### src/sv/itpt_pkg.sv
// Shared types and constants for the integer-to-text formatter.
// Used by the front classifier, the queue and the back formatter; no dependencies.
package itpt_pkg;

    // Input flag bit positions.
    localparam int FlZeroPad = 0;
    localparam int FlSigned  = 1;
    localparam int FlPlus    = 2;
    localparam int FlSpace   = 3;
    localparam int FlLeft    = 4;
    localparam int FlLower   = 5;

    // Character codes.
    localparam logic [7:0] ChSpace = 8'h20;
    localparam logic [7:0] ChPlus  = 8'h2B;
    localparam logic [7:0] ChMinus = 8'h2D;
    localparam logic [7:0] ChZero  = 8'h30;
    localparam logic [7:0] ChX     = 8'h78;
    localparam logic [7:0] ChUpperA = 8'h41;
    localparam logic [7:0] ChLowerA = 8'h61;

    // Valid base range.
    localparam logic [5:0] RadixMin = 6'd2;
    localparam logic [5:0] RadixMax = 6'd36;

    // Queue between front and back.
    localparam int QueueDepth = 2;

    // One classified request, as the front hands it to the back.
    typedef struct packed {
        logic [31:0] mag;        // magnitude to convert
        logic [5:0]  radix;      // base, known to be 2..36
        logic        has_sign;   // a sign character is printed
        logic [7:0]  sign_ch;    // the sign character
        logic [1:0]  pre_len;    // prefix length: 2 for hex, 1 for octal
        logic [6:0]  width;      // field width, signed
        logic [6:0]  prec;       // precision, clamped to 0..MAX_DIGITS
        logic        zero_pad;   // zero padding, already cleared by left align
        logic        left;       // left alignment
        logic        lower;      // lowercase digits
    } t_item;

    // Maps a digit value below 36 to its character.
    function automatic logic [7:0] digit_char(input logic [5:0] d, input logic lower);
        logic [7:0] ch;
        if (d < 6'd10) begin
            ch = ChZero + {2'b00, d};
        end else begin
            ch = (lower ? ChLowerA : ChUpperA) + {2'b00, d} - 8'd10;
        end
        return ch;
    endfunction

endpackage

### src/sv/itpt_front.sv
// Front part of the formatter: accepts requests, drops invalid bases and
// classifies sign, prefix and precision. Depends on itpt_pkg.
module itpt_front #(
    parameter int MAX_DIGITS = 32
) (
    input  logic              i_s_axis_tvalid,
    output logic              o_s_axis_tready,
    input  logic [57:0]       i_s_axis_tdata,
    input  logic              i_q_full,
    output logic              o_q_push,
    output itpt_pkg::t_item   o_q_item
);
    import itpt_pkg::*;

    localparam logic [7:0] MaxDig = 8'(MAX_DIGITS);

    logic [31:0] value;
    logic [5:0]  radix;
    logic [6:0]  text_width;
    logic [6:0]  min_digits;
    logic [5:0]  format_flags;
    logic        radix_ok;
    logic        accept;

    // Unpack the request word.
    assign value        = i_s_axis_tdata[31:0];
    assign radix        = i_s_axis_tdata[37:32];
    assign text_width   = i_s_axis_tdata[44:38];
    assign min_digits   = i_s_axis_tdata[51:45];
    assign format_flags = i_s_axis_tdata[57:52];

    assign radix_ok        = (radix >= RadixMin) && (radix <= RadixMax);
    assign o_s_axis_tready = !i_q_full;
    assign accept          = i_s_axis_tvalid && !i_q_full;
    assign o_q_push        = accept && radix_ok;

    // Classify sign, prefix, padding mode and precision.
    always_comb begin
        o_q_item          = '0;
        o_q_item.radix    = radix;
        o_q_item.width    = text_width;
        o_q_item.left     = format_flags[FlLeft];
        o_q_item.zero_pad = format_flags[FlZeroPad] && !format_flags[FlLeft];
        o_q_item.lower    = format_flags[FlLower];
        o_q_item.mag      = value;
        if (format_flags[FlSigned] && value[31]) begin
            o_q_item.has_sign = 1'b1;
            o_q_item.sign_ch  = ChMinus;
            o_q_item.mag      = 32'd0 - value;
        end else if (format_flags[FlPlus]) begin
            o_q_item.has_sign = 1'b1;
            o_q_item.sign_ch  = ChPlus;
        end else if (format_flags[FlSpace]) begin
            o_q_item.has_sign = 1'b1;
            o_q_item.sign_ch  = ChSpace;
        end
        if (radix == 6'd16) begin
            o_q_item.pre_len = 2'd2;
        end else if (radix == 6'd8) begin
            o_q_item.pre_len = 2'd1;
        end
        if (min_digits[6]) begin
            o_q_item.prec = 7'd0;
        end else if ({1'b0, min_digits} > MaxDig) begin
            o_q_item.prec = MaxDig[6:0];
        end else begin
            o_q_item.prec = min_digits;
        end
    end

endmodule

### src/sv/itpt_fifo.sv
// Short queue of classified requests between the front and the back.
// Depends on itpt_pkg for the entry type and depth.
module itpt_fifo (
    input  logic              i_clk,
    input  logic              i_rst_n,
    input  logic              i_push,
    input  itpt_pkg::t_item   i_item,
    output logic              o_full,
    input  logic              i_pop,
    output logic              o_empty,
    output itpt_pkg::t_item   o_item
);
    import itpt_pkg::*;

    localparam int PtrW = (QueueDepth > 1) ? $clog2(QueueDepth) : 1;
    localparam int CntW = $clog2(QueueDepth + 1);

    t_item            r_mem [QueueDepth];
    logic [PtrW-1:0]  r_wr_ptr;
    logic [PtrW-1:0]  r_rd_ptr;
    logic [CntW-1:0]  r_count;
    logic             do_push;
    logic             do_pop;

    assign o_full  = (r_count == CntW'(QueueDepth));
    assign o_empty = (r_count == '0);
    assign do_push = i_push && !o_full;
    assign do_pop  = i_pop && !o_empty;
    assign o_item  = r_mem[r_rd_ptr];

    // Entry storage.
    always_ff @(posedge i_clk) begin
        if (do_push) begin
            r_mem[r_wr_ptr] <= i_item;
        end
    end

    // Pointers and fill count.
    always_ff @(posedge i_clk) begin
        if (!i_rst_n) begin
            r_wr_ptr <= '0;
            r_rd_ptr <= '0;
            r_count  <= '0;
        end else begin
            if (do_push) begin
                r_wr_ptr <= (r_wr_ptr == PtrW'(QueueDepth - 1)) ? '0 : r_wr_ptr + 1'b1;
            end
            if (do_pop) begin
                r_rd_ptr <= (r_rd_ptr == PtrW'(QueueDepth - 1)) ? '0 : r_rd_ptr + 1'b1;
            end
            case ({do_push, do_pop})
                2'b10:   r_count <= r_count + 1'b1;
                2'b01:   r_count <= r_count - 1'b1;
                default: r_count <= r_count;
            endcase
        end
    end

endmodule

### src/sv/itpt_div.sv
// Iterative divider of a 32-bit magnitude by a 6-bit base, eight quotient
// bits per cycle while busy. No dependencies.
module itpt_div (
    input  logic        i_clk,
    input  logic        i_rst_n,
    input  logic        i_start,
    input  logic [31:0] i_dividend,
    input  logic [5:0]  i_radix,
    output logic        o_done,
    output logic [31:0] o_quot,
    output logic [5:0]  o_rem
);

    logic [31:0] r_work;
    logic [5:0]  r_rem;
    logic [5:0]  r_radix;
    logic [1:0]  r_step;
    logic        r_busy;
    logic        r_done;
    logic [31:0] n_work;
    logic [5:0]  n_rem;

    // Eight restoring steps on the top byte of the working word.
    always_comb begin
        logic [6:0] trial;
        n_work = r_work;
        n_rem  = r_rem;
        for (int i = 0; i < 8; i++) begin
            trial  = {n_rem, n_work[31]};
            n_work = {n_work[30:0], 1'b0};
            if (trial >= {1'b0, r_radix}) begin
                n_rem     = 6'(trial - {1'b0, r_radix});
                n_work[0] = 1'b1;
            end else begin
                n_rem = trial[5:0];
            end
        end
    end

    // Operand load and step sequencing.
    always_ff @(posedge i_clk) begin
        if (!i_rst_n) begin
            r_busy <= 1'b0;
            r_done <= 1'b0;
            r_step <= '0;
        end else begin
            r_done <= 1'b0;
            if (i_start) begin
                r_busy <= 1'b1;
                r_step <= '0;
            end else if (r_busy) begin
                r_step <= r_step + 1'b1;
                if (r_step == 2'd3) begin
                    r_busy <= 1'b0;
                    r_done <= 1'b1;
                end
            end
        end
    end

    always_ff @(posedge i_clk) begin
        if (i_start) begin
            r_work  <= i_dividend;
            r_rem   <= '0;
            r_radix <= i_radix;
        end else if (r_busy) begin
            r_work <= n_work;
            r_rem  <= n_rem;
        end
    end

    assign o_done = r_done;
    assign o_quot = r_work;
    assign o_rem  = r_rem;

endmodule

### src/sv/itpt_back.sv
// Back part of the formatter (uses itpt_pkg, itpt_div): extracts digits with the
// divider, lays out the text segments and emits one character per unstalled cycle.
module itpt_back (
    input  logic              i_clk,
    input  logic              i_rst_n,
    input  logic              i_q_empty,
    input  itpt_pkg::t_item   i_q_item,
    output logic              o_q_pop,
    output logic              o_m_axis_tvalid,
    input  logic              i_m_axis_tready,
    output logic [7:0]        o_m_axis_tdata,
    output logic              o_m_axis_tlast
);
    import itpt_pkg::*;

    typedef enum logic [3:0] {
        S_IDLE  = 4'b0001,
        S_DIV   = 4'b0010,
        S_SETUP = 4'b0100,
        S_EMIT  = 4'b1000
    } t_state;

    t_state      r_state;
    t_item       r_item;
    logic [5:0]  r_digits [32];
    logic [5:0]  r_nd;
    logic [5:0]  r_pos;
    logic [5:0]  r_len;
    logic [7:0]  r_b1, r_b2, r_b3, r_b5, r_b6;
    logic        r_m_valid;
    logic [7:0]  r_m_char;
    logic        r_m_last;
    logic        r_div_run;

    logic        div_start;
    logic [31:0] div_dividend;
    logic        div_done;
    logic [31:0] div_quot;
    logic [5:0]  div_rem;

    logic [6:0]  prec;
    logic [7:0]  body;
    logic [8:0]  pad;
    logic        pad_pos;
    logic [7:0]  len_full;
    logic [7:0]  lead;
    logic [7:0]  zpad;
    logic [7:0]  b2, b3, b5;
    logic [7:0]  pos8;
    logic [7:0]  dig_idx;
    logic [7:0]  ch;
    logic        out_free;
    logic        last_now;

    itpt_div u_div (
        .i_clk      (i_clk),
        .i_rst_n    (i_rst_n),
        .i_start    (div_start),
        .i_dividend (div_dividend),
        .i_radix    (r_item.radix),
        .o_done     (div_done),
        .o_quot     (div_quot),
        .o_rem      (div_rem)
    );

    // The first division takes the magnitude; each later one takes the
    // quotient that the divider has just finished.
    assign o_q_pop      = (r_state == S_IDLE) && !i_q_empty;
    assign div_start    = (r_state == S_DIV) &&
                          ((r_nd == '0 && !div_done && !r_div_run) ||
                           (div_done && div_quot != '0));
    assign div_dividend = div_done ? div_quot : r_item.mag;

    // Tracks whether the first division of an item has been started.
    always_ff @(posedge i_clk) begin
        if (!i_rst_n) begin
            r_div_run <= 1'b0;
        end else if (r_state != S_DIV) begin
            r_div_run <= 1'b0;
        end else if (div_start) begin
            r_div_run <= 1'b1;
        end
    end

    // Segment layout from digit count, sign, prefix, width and precision.
    always_comb begin
        prec     = (r_item.prec > {1'b0, r_nd}) ? r_item.prec : {1'b0, r_nd};
        body     = {7'd0, r_item.has_sign} + {6'd0, r_item.pre_len} + {1'b0, prec};
        pad      = {{2{r_item.width[6]}}, r_item.width} - {1'b0, body};
        pad_pos  = !pad[8] && (pad != '0);
        len_full = pad_pos ? {1'b0, r_item.width} : body;
        lead     = (!r_item.zero_pad && !r_item.left && pad_pos) ? pad[7:0] : 8'd0;
        zpad     = (r_item.zero_pad && pad_pos) ? pad[7:0] : 8'd0;
        b2       = lead + {7'd0, r_item.has_sign};
        b3       = b2 + {6'd0, r_item.pre_len};
        b5       = b3 + zpad + {1'b0, prec} - {2'b00, r_nd};
    end

    // Character at the current position.
    always_comb begin
        pos8    = {2'b00, r_pos};
        dig_idx = r_b6 - 8'd1 - pos8;
        if (pos8 < r_b1) begin
            ch = ChSpace;
        end else if (pos8 < r_b2) begin
            ch = r_item.sign_ch;
        end else if (pos8 < r_b3) begin
            ch = (pos8 == r_b2) ? ChZero : ChX;
        end else if (pos8 < r_b5) begin
            ch = ChZero;
        end else if (pos8 < r_b6) begin
            ch = digit_char(r_digits[dig_idx[4:0]], r_item.lower);
        end else begin
            ch = ChSpace;
        end
    end

    assign out_free = !r_m_valid || i_m_axis_tready;
    assign last_now = (r_pos == r_len - 6'd1);

    // Digit buffer, written least significant digit first.
    always_ff @(posedge i_clk) begin
        if (r_state == S_DIV && div_done) begin
            r_digits[r_nd[4:0]] <= div_rem;
        end
    end

    // Request, layout and output payload registers.
    always_ff @(posedge i_clk) begin
        if (o_q_pop) begin
            r_item <= i_q_item;
        end
        if (r_state == S_SETUP) begin
            r_len <= (len_full > 8'd63) ? 6'd63 : len_full[5:0];
            r_b1  <= lead;
            r_b2  <= b2;
            r_b3  <= b3;
            r_b5  <= b5;
            r_b6  <= b5 + {2'b00, r_nd};
        end
        if (r_state == S_EMIT && out_free) begin
            r_m_char <= ch;
            r_m_last <= last_now;
        end
    end

    // Control sequencer and output valid.
    always_ff @(posedge i_clk) begin
        if (!i_rst_n) begin
            r_state   <= S_IDLE;
            r_nd      <= '0;
            r_pos     <= '0;
            r_m_valid <= 1'b0;
        end else begin
            // A new character sets valid; a taken one clears it.
            if (r_state == S_EMIT && out_free) begin
                r_m_valid <= 1'b1;
            end else if (i_m_axis_tready) begin
                r_m_valid <= 1'b0;
            end
            case (r_state)
                S_IDLE: begin
                    if (!i_q_empty) begin
                        r_nd    <= '0;
                        r_state <= S_DIV;
                    end
                end
                S_DIV: begin
                    if (div_done) begin
                        r_nd <= r_nd + 6'd1;
                        if (div_quot == '0) begin
                            r_state <= S_SETUP;
                        end
                    end
                end
                S_SETUP: begin
                    r_pos   <= '0;
                    r_state <= S_EMIT;
                end
                S_EMIT: begin
                    if (out_free) begin
                        r_pos <= r_pos + 6'd1;
                        if (last_now) begin
                            r_state <= S_IDLE;
                        end
                    end
                end
                default: r_state <= S_IDLE;
            endcase
        end
    end

    assign o_m_axis_tvalid = r_m_valid;
    assign o_m_axis_tdata  = r_m_char;
    assign o_m_axis_tlast  = r_m_last;

endmodule

### src/sv/integer_to_padded_text_unit.sv
// Flow: the back takes a request from the queue once it is accepted, then runs
// one division per digit (four divider steps and one restart per digit) and the
// S_SETUP layout state; the characters then follow at one per cycle while the
// output is ready, up to 63.
// Capacity: one number at a time in the back; two more wait in the queue.
// Reset: synchronous, active low; clears the queue, sequencer and output valid.
module integer_to_padded_text_unit #(
    parameter int MAX_DIGITS = 32
) (
    input  logic        i_clk,
    input  logic        i_rst_n,
    input  logic        i_s_axis_tvalid,
    output logic        o_s_axis_tready,
    // tdata, low bit up: value[31:0], radix[37:32], text_width[44:38],
    // min_digits[51:45], format_flags[57:52], zero fill[63:58]
    input  logic [63:0] i_s_axis_tdata,
    output logic        o_m_axis_tvalid,
    input  logic        i_m_axis_tready,
    // tdata, low bit up: text_char[7:0]
    output logic [7:0]  o_m_axis_tdata,
    output logic        o_m_axis_tlast
);
    import itpt_pkg::*;

    logic  q_push;
    logic  q_full;
    logic  q_pop;
    logic  q_empty;
    t_item q_in;
    t_item q_out;

    itpt_front #(
        .MAX_DIGITS (MAX_DIGITS)
    ) u_front (
        .i_s_axis_tvalid (i_s_axis_tvalid),
        .o_s_axis_tready (o_s_axis_tready),
        .i_s_axis_tdata  (i_s_axis_tdata[57:0]),
        .i_q_full        (q_full),
        .o_q_push        (q_push),
        .o_q_item        (q_in)
    );

    itpt_fifo u_fifo (
        .i_clk   (i_clk),
        .i_rst_n (i_rst_n),
        .i_push  (q_push),
        .i_item  (q_in),
        .o_full  (q_full),
        .i_pop   (q_pop),
        .o_empty (q_empty),
        .o_item  (q_out)
    );

    itpt_back u_back (
        .i_clk           (i_clk),
        .i_rst_n         (i_rst_n),
        .i_q_empty       (q_empty),
        .i_q_item        (q_out),
        .o_q_pop         (q_pop),
        .o_m_axis_tvalid (o_m_axis_tvalid),
        .i_m_axis_tready (i_m_axis_tready),
        .o_m_axis_tdata  (o_m_axis_tdata),
        .o_m_axis_tlast  (o_m_axis_tlast)
    );

endmodule
### config.mk
export PLATFORM = sky130hd
export DESIGN_NAME = integer_to_padded_text_unit
export DESIGN_NICKNAME = d
export VERILOG_FILES = /design/src/sv/itpt_pkg.sv /design/src/sv/itpt_front.sv /design/src/sv/itpt_fifo.sv /design/src/sv/itpt_div.sv /design/src/sv/itpt_back.sv /design/src/sv/integer_to_padded_text_unit.sv
export SDC_FILE = /design/constraint.sdc
export NUM_CORES = 1
export LEC_CHECK = 0
export ABC_CLOCK_PERIOD_IN_PS = 19600
export BUFFER_PORTS_ARGS = -buffer_cell sky130_fd_sc_hd__clkbuf_2
export CAP_MARGIN = 20
export CORE_MARGIN = 2
export CORE_UTILIZATION = 55
export CTS_BUF_LIST = sky130_fd_sc_hd__clkbuf_4 sky130_fd_sc_hd__clkbuf_8
export DETAILED_ROUTE_END_ITERATION = 10
export GPL_ROUTABILITY_DRIVEN = 0
export PLACE_DENSITY = 0.72
export SLEW_MARGIN = 30
export SYNTH_ARGS = -nofsm -noshare
export SYNTH_HDL_FRONTEND = slang
export SYNTH_SLANG_ARGS = --single-unit
export TNS_END_PERCENT = 5
### constraint.sdc
create_clock -name i_clk -period 19.6 [get_ports i_clk]
set_input_delay 1.96 -clock i_clk [delete_from_list [all_inputs] [get_ports i_clk]]
set_output_delay 1.96 -clock i_clk [all_outputs]
set_load 0.005 [all_outputs]
### Word-level counts from Yosys, hierarchy flattened

Memory sizes are Yosys's and may differ from the RTL's. A register that Yosys moved wholly into a read port is not among the register bits.
Index checks and enable logic that the tools add are counted.

* register bits: 125
* bits in latches: 0
* bits in writable memories: 324
* memory bits (read-only): 0
* input bits: 68
* output and inout port bits: 11
* word-level logic and storage cells: 203
* memories kept: 2

Memory list
* u_back.r_digits: depth 32, width 6, rd ports 1, clocked after Yosys merged registers in 0, wr ports 1, line itpt_back.sv:25 `logic [5:0] r_digits [32];`
* u_fifo.r_mem: depth 2, width 66, rd ports 1, clocked after Yosys merged registers in 1, wr ports 1, line itpt_fifo.sv:18 `t_item r_mem [QueueDepth];`

* $add $sub $neg: 31
* multiply operators: 0
* div/mod/pow operators: 0
* magnitude comparators: 19
* equal/unequal tests: 19
* shift operators: 0
* muxes and demuxes: 62
* bitwise gates (word level): 2
* reduce and logical (&&, ||, !) cells: 46

Operators by type and width (count)
* 2-to-1 mux 32 bit: 4
* 2-to-1 mux 6 bit: 13
* 2-to-1 mux 8 bit: 8
* >= comparator 7 x 6 -> 1 bit: 8
* subtractor 6 bit: 8
* < comparator 6 x 8 -> 1 bit: 5
* zero test 32 bit: 1
* nonzero test 32 bit: 1
* subtractor 1 x 32 -> 32 bit, first input constant: 1
* 2-to-1 mux 9 bit: 3
* one-hot mux 6 bit (2 select lines): 2
* 2-to-1 mux 1 bit: 21
* 2-to-1 mux 7 bit: 3
* 2-to-1 mux 4 bit: 5
* logical AND 1 bit: 18
* adder 8 x 6 -> 8 bit: 2
* adder 8 x 7 -> 8 bit: 2
* one-hot mux 4 bit (4 select lines): 1
* adder 6 x 1 -> 6 bit, second input constant: 2
* nonzero test 2 bit: 5
* zero test 1 bit: 9
* nonzero test 9 bit: 1
* subtractor 9 x 8 -> 9 bit: 1
* adder 8 x 1 -> 8 bit: 1
* other kinds (42): 54

### Depth between registers and ports, before layout

Gate-level depths: netlist (run 1).

* depth in word-level cells: 18
* mapped depth: 75
* depth with buffers taken out: 72

### Modules after synthesis

From an unflattened synthesis (run 1), not the netlist that was laid out.

* cell total of the unflattened synthesis: 2008
* area total of the unflattened synthesis: 27177.3 sq um

Modules (own cells, without submodules)
* itpt_back: instances 1, cells each 1082, area each 16089.2 sq um, sequential area each 9759.4 sq um
* itpt_div: instances 1, cells each 530, area each 4978.5 sq um, sequential area each 1341.3 sq um
* itpt_fifo: instances 1, cells each 231, area each 4978.5 sq um, sequential area each 4063.9 sq um
* itpt_front: instances 1, cells each 165, area each 1131.1 sq um, sequential area each 0.0 sq um

### Worst setup path before layout (run 1)

OpenSTA, ideal clock, no wires.

* path type: reg-to-reg
* from: register u_back.u_div.r_rem[2] (netlist: u_back.u_div.o_rem[2])
* to: register u_back.u_div.r_rem[0] (netlist: u_back.u_div.o_rem[0])
* library setup time: 79 ps
* arrival time: 15063 ps
* required time: 19521 ps
* path slack: 4458 ps
* stages on the path, launching flop included: 74
* buffers on the path: 3
* period minus slack after synthesis: 15142 ps
* cell sequence: dfxtp_1 > ha_1 > a211o_1 > o211ai_2 > o211a_2 > mux2_2 > inv_1 > ha_1 > nand2b_1 > a21o_1 > a32o_1 > o21a_2 > buf_4 > nor2_1 > a21o_1 > ha_1 > nor2b_1 > o31a_4 > [38 not listed] > o21ai_0 > nand3b_1 > a21o_2 > nor2_1 > o221a_2 > a41oi_4 > mux2i_1 > ha_1 > a21o_1 > a21o_1 > a21o_1 > a21oi_1 > o21ai_0 > a221o_2 > a221o_1 > buf_6 > mux2_4 > a211oi_2

* longest elaborated chain between the ends: 16
* elaborated cells on any way between the ends: 23
* those cells by class: 7 x add/sub; 8 x order compare; 8 x mux

Ends and longest elaborated chain
* from (decl): line itpt_div.sv:15 `logic [5:0] r_rem;`
* from (signal assigned): line itpt_div.sv:68 `r_rem <= n_rem;`
* subtractor 6 bit / >= comparator 7 x 6 -> 1 bit (equally long branches): line itpt_div.sv:32, itpt_div.sv:31
* 2-to-1 mux 6 bit (*): line itpt_div.sv:31 `if (trial >= {1'b0, r_radix}) begin`
* subtractor 6 bit / >= comparator 7 x 6 -> 1 bit (equally long branches): line itpt_div.sv:32, itpt_div.sv:31
* 2-to-1 mux 6 bit (*): line itpt_div.sv:31
* subtractor 6 bit / >= comparator 7 x 6 -> 1 bit (equally long branches): line itpt_div.sv:32, itpt_div.sv:31
* 2-to-1 mux 6 bit (*): line itpt_div.sv:31
* >= comparator 7 x 6 -> 1 bit / subtractor 6 bit (equally long branches): line itpt_div.sv:31, itpt_div.sv:32
* 2-to-1 mux 6 bit (*): line itpt_div.sv:31
* subtractor 6 bit / >= comparator 7 x 6 -> 1 bit (equally long branches): line itpt_div.sv:32, itpt_div.sv:31
* 2-to-1 mux 6 bit (*): line itpt_div.sv:31
* subtractor 6 bit / >= comparator 7 x 6 -> 1 bit (equally long branches): line itpt_div.sv:32, itpt_div.sv:31
* 2-to-1 mux 6 bit (*): line itpt_div.sv:31
* subtractor 6 bit / >= comparator 7 x 6 -> 1 bit (equally long branches): line itpt_div.sv:32, itpt_div.sv:31
* 2-to-1 mux 6 bit (*): line itpt_div.sv:31
* >= comparator 7 x 6 -> 1 bit (*): line itpt_div.sv:31
* 2-to-1 mux 6 bit (*): line itpt_div.sv:31

Every way passes the cells marked *; elsewhere a longest branch is shown, timed or not.
A chain may end at the register's enable or synchronous reset.

### Final worst setup path (run 1)

* from: register u_back.u_div.r_radix[1]
* to: register u_back.u_div.r_rem[0] (netlist: u_back.u_div.o_rem[0])

* longest elaborated chain between the ends: 16
* elaborated cells on any way between the ends: 23
* those cells by class: 7 x add/sub; 8 x order compare; 8 x mux

Ends and longest elaborated chain
* from (decl): line itpt_div.sv:16 `logic [5:0] r_radix;`
* from (signal assigned): line itpt_div.sv:65 `r_radix <= i_radix;`
* subtractor 6 bit / >= comparator 7 x 6 -> 1 bit (equally long branches): line itpt_div.sv:32, itpt_div.sv:31
* 2-to-1 mux 6 bit: line itpt_div.sv:31
* subtractor 6 bit / >= comparator 7 x 6 -> 1 bit (equally long branches): line itpt_div.sv:32, itpt_div.sv:31
* 2-to-1 mux 6 bit: line itpt_div.sv:31
* subtractor 6 bit / >= comparator 7 x 6 -> 1 bit (equally long branches): line itpt_div.sv:32, itpt_div.sv:31
* 2-to-1 mux 6 bit: line itpt_div.sv:31
* subtractor 6 bit / >= comparator 7 x 6 -> 1 bit (equally long branches): line itpt_div.sv:32, itpt_div.sv:31
* 2-to-1 mux 6 bit: line itpt_div.sv:31
* subtractor 6 bit / >= comparator 7 x 6 -> 1 bit (equally long branches): line itpt_div.sv:32, itpt_div.sv:31
* 2-to-1 mux 6 bit: line itpt_div.sv:31
* >= comparator 7 x 6 -> 1 bit / subtractor 6 bit (equally long branches): line itpt_div.sv:31, itpt_div.sv:32
* 2-to-1 mux 6 bit: line itpt_div.sv:31
* subtractor 6 bit / >= comparator 7 x 6 -> 1 bit (equally long branches): line itpt_div.sv:32, itpt_div.sv:31
* 2-to-1 mux 6 bit: line itpt_div.sv:31
* >= comparator 7 x 6 -> 1 bit (*): line itpt_div.sv:31
* 2-to-1 mux 6 bit (*): line itpt_div.sv:31

Marks and branches as above.

==> impl_metrics.csv, run 1 <==
group,metric,value,unit
global_route,grt.met3_usage,3.955,%
global_route,grt_max_degree,64,
floorplanning,core_area,0.04519,mm^2
logic_synthesis,post-synth-top-area-fraction,55.79,%
worst_setup_path,r2r_end,"u_back.u_div.o_rem[0]",
worst_setup_path,crit_path_max_fanout,13,
global_route,antenna_found_initial,0,
floorplanning,num_ports,79,
floorplanning,die_width,217.3,um
worst_setup_path,critical_path_endpoint,"u_back.u_div.o_rem[0]",
flow_run,max-cap-violations,0,
sta,timing.fmax,57.17,MHz
logic_synthesis,synth_edf_count,465,
worst_setup_path,reg2reg_path_depth,68,
detailed_routing,detailroute.via_count,14780,
worst_setup_path,cp-startpoint,"u_back.u_div.r_radix[1]",
logic_synthesis,post_synthesis_register_bit_count,497,
min_path,worst_hold_class,"flop to flop",
detailed_routing,detailed_routing_iterations_pass_1,5,
clock_tree,clock-sinks,497,
worst_setup_path,cpMaxStageDelayCell,"sky130_fd_sc_hd__a211oi_2",
worst_setup_path,critPathArrivalTime,18050,ps
sta,timing.final.crit_share,89.24,%
worst_setup_path,timing.critical_path.to_type,"flop",
logic_synthesis,ys_warn_count,0,
clock_tree,cts_made_buffers,80,
layout,multi_input_area,0.009813,mm^2
detailed_routing,drt_iter0_drc,1055,
clock_tree,cts.repair.resized,0,
floorplanning,rows,78,
sta,finalSetupViolations,0,
global_route,gr-total-overflow,0,
detailed_routing,wl_per_cell,19.38,um
layout,final_net_count,2175,
worst_setup_path,timing.critical_path.mode_cell,"sky130_fd_sc_hd__ha_1",
worst_setup_path,worst-setup-path-type,"flop to flop",
clock_tree,clk_pin_slew,60,ps
logic_synthesis,syn_area_per_cell,13.77,um^2
global_route,first_global_vias,15100,
logic_synthesis,cell_types_occupying_the_most_area_after_synthesis,"sky130_fd_sc_hd__edfxtp_1 (56%), sky130_fd_sc_hd__ha_1 (6.7%), sky130_fd_sc_hd__mux4_2 (5.4%)",
global_route,global_route.usage.total,22.07,%
clock_tree,htreeDepth,3,
logic_synthesis,post-synth-top-count-cell,"sky130_fd_sc_hd__edfxtp_1",
sta,grt_setup_unrepaired,"no",
worst_setup_path,setup.reg_to_reg.worst_slack,2110,ps
placed_design,place.port_buffers,72,
worst_setup_path,critical-path-max-stage-delay,760,ps
logic_synthesis,synth.cells.most_frequent,"sky130_fd_sc_hd__edfxtp_1 (465), sky130_fd_sc_hd__nand2_1 (147), sky130_fd_sc_hd__ha_1 (135)",
placed_design,dp.final_hpwl,35600,um
worst_setup_path,worst-endpoint-required,20150,ps
sta,worst-slew-pin-transition,935.6,ps
logic_synthesis,synth_top_cell_by_area,"sky130_fd_sc_hd__edfxtp_1",
detailed_routing,drc,0,
clock_tree,clock_tree.buffer_depth,3,
sta,maxSlewViolCount,0,
sta,hold_viol_final,0,
worst_setup_path,worstSetupStartpointType,"flop",
floorplanning,die_ar,0.04723,mm^2
clock_tree,clk_root_buffer_cell,"sky130_fd_sc_hd__clkbuf_8",
logic_synthesis,yosys_most_used_dff,"sky130_fd_sc_hd__edfxtp_1",
sta,post-route-min-period,17490,ps
sta,final.setup_skew,26.55,ps
logic_synthesis,gate_count_post_synth,1818,
layout,sequential_cell_area,0.01461,mm^2
logic_synthesis,yosys.cell_types.count,103,
detailed_routing,antenna_left,0,
global_route,grt_pass1_wl,80510,um
detailed_routing,wirelength,50570,um
logic_synthesis,post_synth_instance_area,0.02503,mm^2
layout,layout-area-overhead-vs-synth,10.80,%
logic_synthesis,synth_seq_area_share,58.35,%
clock_tree,clock_tree_from_tritoncts,"yes",
layout,drive_above_1_share,20.80,%
logic_synthesis,synth-async-reset-ratio,0,%
global_route,globalRouteMet1Util,29.20,%
layout,fillers,3383,
floorplanning,fp.dieH,217.3,um
global_route,grt_busiest_layer,"met2",
clock_tree,cts-hold-fix-buffers,0,
worst_setup_path,worst_reg2reg_path_startpoint,"u_back.u_div.r_radix[1]",
logic_synthesis,syn-num-nets,2047,
clock_tree,clk-insertion-delay-late,650,ps
status,result_of_the_run,"finished clean",
floorplanning,initial_utilization,55.39,%
detailed_routing,vias_per_cell,5.664,
global_route,met2_usage,36.75,%
layout,antenna_cells,0,
sta,setup_total_negative_slack,0,ps
clock_tree,post_cts_setup_buffers,0,
sta,slew_headroom,37.56,%
==> registers in the layout, summed over array words and instances, names as in the netlist, 2 cells and up <==
register,flops
u_back.o_m_axis_tdata,8
u_back.r_digits,192
u_back.r_b5,8
u_back.r_b2,8
u_back.u_div.r_radix,6
u_back.r_b1,8
u_back.u_div.o_rem,6
u_back.u_div.o_quot,32
u_back.r_item,60
u_back.r_state,4
u_back.r_pos,6
u_fifo.r_count,2
u_back.u_div.r_step,2
u_back.r_b3,8
u_back.r_len,6
u_fifo.r_mem,120
u_back.r_nd,6
u_back.r_b6,8
==> placed cells by master (no fill, tap or decap), drive strengths merged, types with 13 or more instances in the layout <==
| cell type | n |
|---|---|
| fa | 26 |
| mux2 | 80 |
| xor2 | 41 |
| ha | 135 |
| o21a | 15 |
| edfxtp | 465 |
| nor4 | 15 |
| nand4 | 13 |
| clkbuf | 184 |
| buf | 16 |
| xnor2 | 73 |
| inv | 128 |
| a21oi | 62 |
| mux2i | 26 |
| dfxtp | 32 |
| nor2b | 26 |
| and2 | 20 |
| nor2 | 126 |
| nand2 | 147 |
| mux4 | 60 |
| clkinv | 28 |
| o21ai | 56 |
| nand2b | 22 |
| nand3 | 24 |
| a21o | 26 |
| nor3 | 16 |
==> cells by family (layout without fill, tap and decap cells) <==
family                     Yosys count  count (layout)  share of synthesized area (%)
muxes                              166             166                          10.07
and+or+nand+nor                    454             454                          8.708
AOI/OAI and AO/OA                  257             257                          7.313
DFF                                497             497                          58.35
adders and majority gates          161             161                          8.828
buffers and inverters              168             360                          2.654
xor gates and xnor gates           115             115                          4.084
==> final cells by class <==
cell class	count	area share, %
flip-flops and latches	497	52.66
multi-input cells	1153	35.38
clock buffers	112	4.949
well taps	600	2.707
repair buffers	88	1.777
inverters	126	1.705
clock inverters	34	0.8166
==> critical path, delay by kind of cell, from the launching register on <==
kind / cells / cell delay (ps)
AO/OA/AOI/OAI: 40 / 9470
flip-flops: 1 / 700
buffers and inverters: 3 / 610
AND/OR/NAND/NOR: 10 / 1640
multiplexers: 7 / 2450
adder cells (fa/ha/maj): 8 / 2520
==> routing by layer <==
layer,share of wire [%],up-vias
li1,-,7064
met1,43,7251
met2,49,377
met3,5.1,92
met4,2.8,0
met5,0,-
==> through the flow <==
step	utilization, %	cell area [um^2]	setup slack [ps]	cells	hold WS (ps)
finish	61.38	27730	2109	2610	417.2
global route	61.38	27730	745.5	2610	431.7
CTS	61.33	27710	2115	2609	418.0
detailed placement	57.79	26120	2149	2463	404.5
global placement	57.77	26100	2524	2463	401.2
floorplan	-	25030	4458	1818	400.3
==> worst min path at each step <==
stage	from	endpoint	cells after the start
finish	u_back.r_item[28]	u_back.u_div.r_radix[0]	0
detailed placement	u_back.r_item[28]	u_back.u_div.r_radix[0]	0
global placement	u_back.r_item[31]	u_back.u_div.r_radix[3]	0
CTS	u_back.r_item[28]	u_back.u_div.r_radix[0]	0
floorplan	u_back.r_item[28]	u_back.u_div.r_radix[0]	0
global route	u_back.r_item[32]	u_back.u_div.r_radix[4]	0
Power of run 1 is left out: the tool's default activity adds up to more than one toggle a clock period on the data nets, which glitch-free logic cannot reach.
==> inputs of run 2 (changes only) <==
Settings changed: CORE_MARGIN 2 to 10.
==> run 2 against run 1 <==
Compared with the run above: sequential share of layout area fell by 0.20 points; final area is 0.37% higher; maximum frequency is 0.79% lower; global-route usage shrank 2.9 points; utilization is 0.23 points higher; critical endpoint unchanged; largest cell class unchanged.
==> impl_metrics.csv, run 2 (synthesized netlist as in run 1, its figures left out) <==
group,metric,value,unit
sta,final.setup_skew,28.69,ps
global_route,grt_pass1_wl,81830,um
worst_setup_path,worstSetupStartpointType,"flop",
clock_tree,clock-sinks,497,
sta,timing.fmax,56.72,MHz
worst_setup_path,timing.critical_path.mode_cell,"sky130_fd_sc_hd__ha_1",
layout,final_core_util,61.61,%
layout,final_net_count,2175,
worst_setup_path,cpMaxStageDelayCell,"sky130_fd_sc_hd__a211oi_2",
global_route,antenna_found_initial,0,
detailed_routing,met2WireLength,25050,um
min_path,worst_hold_class,"flop to flop",
placed_design,dp.final_hpwl,36130,um
floorplanning,fp.dieH,233.3,um
worst_setup_path,worst-setup-path-type,"flop to flop",
layout,drive_above_1_share,20.95,%
placed_design,place.port_buffers,72,
sta,setup_total_negative_slack,0,ps
sta,post-route-min-period,17630,ps
detailed_routing,top_metal_layer_carrying_routed_signals,"met4",
worst_setup_path,crit_path_max_fanout,13,
sta,grt_setup_unrepaired,"no",
detailed_routing,wl_met1,22410,um
floorplanning,die_ar,0.05444,mm^2
layout,final_design_area_no_fill,0.02784,mm^2
detailed_routing,antenna_left,0,
floorplanning,die_width,233.3,um
floorplanning,num_ports,79,
layout,largest_reg_flops,192,
global_route,global_route.usage.total,19.12,%
layout,fillers,3342,
worst_setup_path,critPathArrivalTime,18160,ps
clock_tree,post_cts_setup_buffers,0,
placed_design,placedInstanceArea,0.02611,mm^2
detailed_routing,wirelength,51240,um
floorplanning,core_area,0.04519,mm^2
global_route,gr-total-overflow,0,
layout,multi_input_area,0.009818,mm^2
clock_tree,clock_tree_from_tritoncts,"yes",
placed_design,dp_cells,2462,
flow_run,max-cap-violations,0,
detailed_routing,detailroute.via_count,14810,
floorplanning,initial_utilization,55.39,%
detailed_routing,vias_per_cell,5.674,
global_route,first_global_vias,15340,
sta,worst-slew-pin-transition,874.9,ps
clock_tree,cts.repair.resized,0,
clock_tree,cts_made_buffers,81,
layout,antenna_cells,0,
status,result_of_the_run,"finished clean",
sta,hold_viol_final,0,
detailed_routing,met3_wirelength,2660,um
detailed_routing,detailed_routing_iterations_pass_1,6,
worst_setup_path,worst-endpoint-required,20130,ps
sta,maxSlewViolCount,0,
sta,finalSetupViolations,0,
worst_setup_path,critical-path-max-stage-delay,750,ps
sta,slew_headroom,40.85,%
detailed_routing,wl_per_cell,19.63,um
layout,final_common_cell,"sky130_fd_sc_hd__edfxtp_1",
detailed_routing,drt_iter0_drc,1099,
clock_tree,clk-insertion-delay-late,630,ps
clock_tree,clock_tree.buffer_depth,3,
sta,timing.final.crit_share,89.95,%
layout,layoutNonFillerInstCount,2610,
clock_tree,clk_pin_slew,60,ps
worst_setup_path,timing.critical_path.to_type,"flop",
detailed_routing,drc,0,
layout,sequential_cell_area,0.01461,mm^2
clock_tree,clk_root_buffer_cell,"sky130_fd_sc_hd__clkbuf_8",
floorplanning,rows,78,
layout,layout-area-overhead-vs-synth,11.22,%
clock_tree,cts-hold-fix-buffers,0,
layout,mostFrequentLayoutCells,"sky130_fd_sc_hd__edfxtp_1 (465), sky130_fd_sc_hd__nand2_1 (147), sky130_fd_sc_hd__ha_1 (134)",
clock_tree,htreeDepth,3,
global_route,grt_max_degree,64,
run 2: metrics by stage:
step / worst slack [ps] / hold slack (ps)
CTS: 2065 / 420.7
detailed placement: 2060 / 406.2
global placement: 2423 / 403.1
global route: 700.4 / 426.8
finish: 1970 / 425.7
floorplan: 4458 / 400.3
run 2: path summary, 6_finish.rpt:
kind                            slack (ps)                      end                    start  cells past startpoint
worst max-delay path                  1970    u_back.u_div.o_rem[0]  u_back.u_div.r_radix[1]                     69
worst min-delay path                   430  u_back.u_div.r_radix[4]        u_back.r_item[32]                      0
worst max register to register        1970    u_back.u_div.o_rem[0]  u_back.u_div.r_radix[1]                     69
worst min register to register         430  u_back.u_div.r_radix[4]        u_back.r_item[32]                      0
run 2: per-layer routing:
metal / track usage, % / up-vias
met5: 0 / -
met4: 6.573 / 0
met3: 3.579 / 85
met2: 31.71 / 404
met1: 24.92 / 7254
li1: - / 7067
run 2: layout make-up:
cell class,instances,share of cell area (%)
Tap cell,600,2.697
Clock inverter,31,0.9304
Multi-Input combinational cell,1153,35.27
Sequential cell,497,52.47
Timing Repair Buffer,87,1.744
Inverter,126,1.699
Clock buffer,116,5.196
run 2: worst max-delay path: cells and delay by family (launching register included):
kind	cells	cell delay [ps]
adder cells (fa/ha/maj)	8	2600
multiplexers	6	2140
flip-flops	1	690
AND/OR/NAND/NOR	11	1770
buffers and inverters	3	600
AO/OA/AOI/OAI	41	9700
Power of run 2 is left out for the same reason.
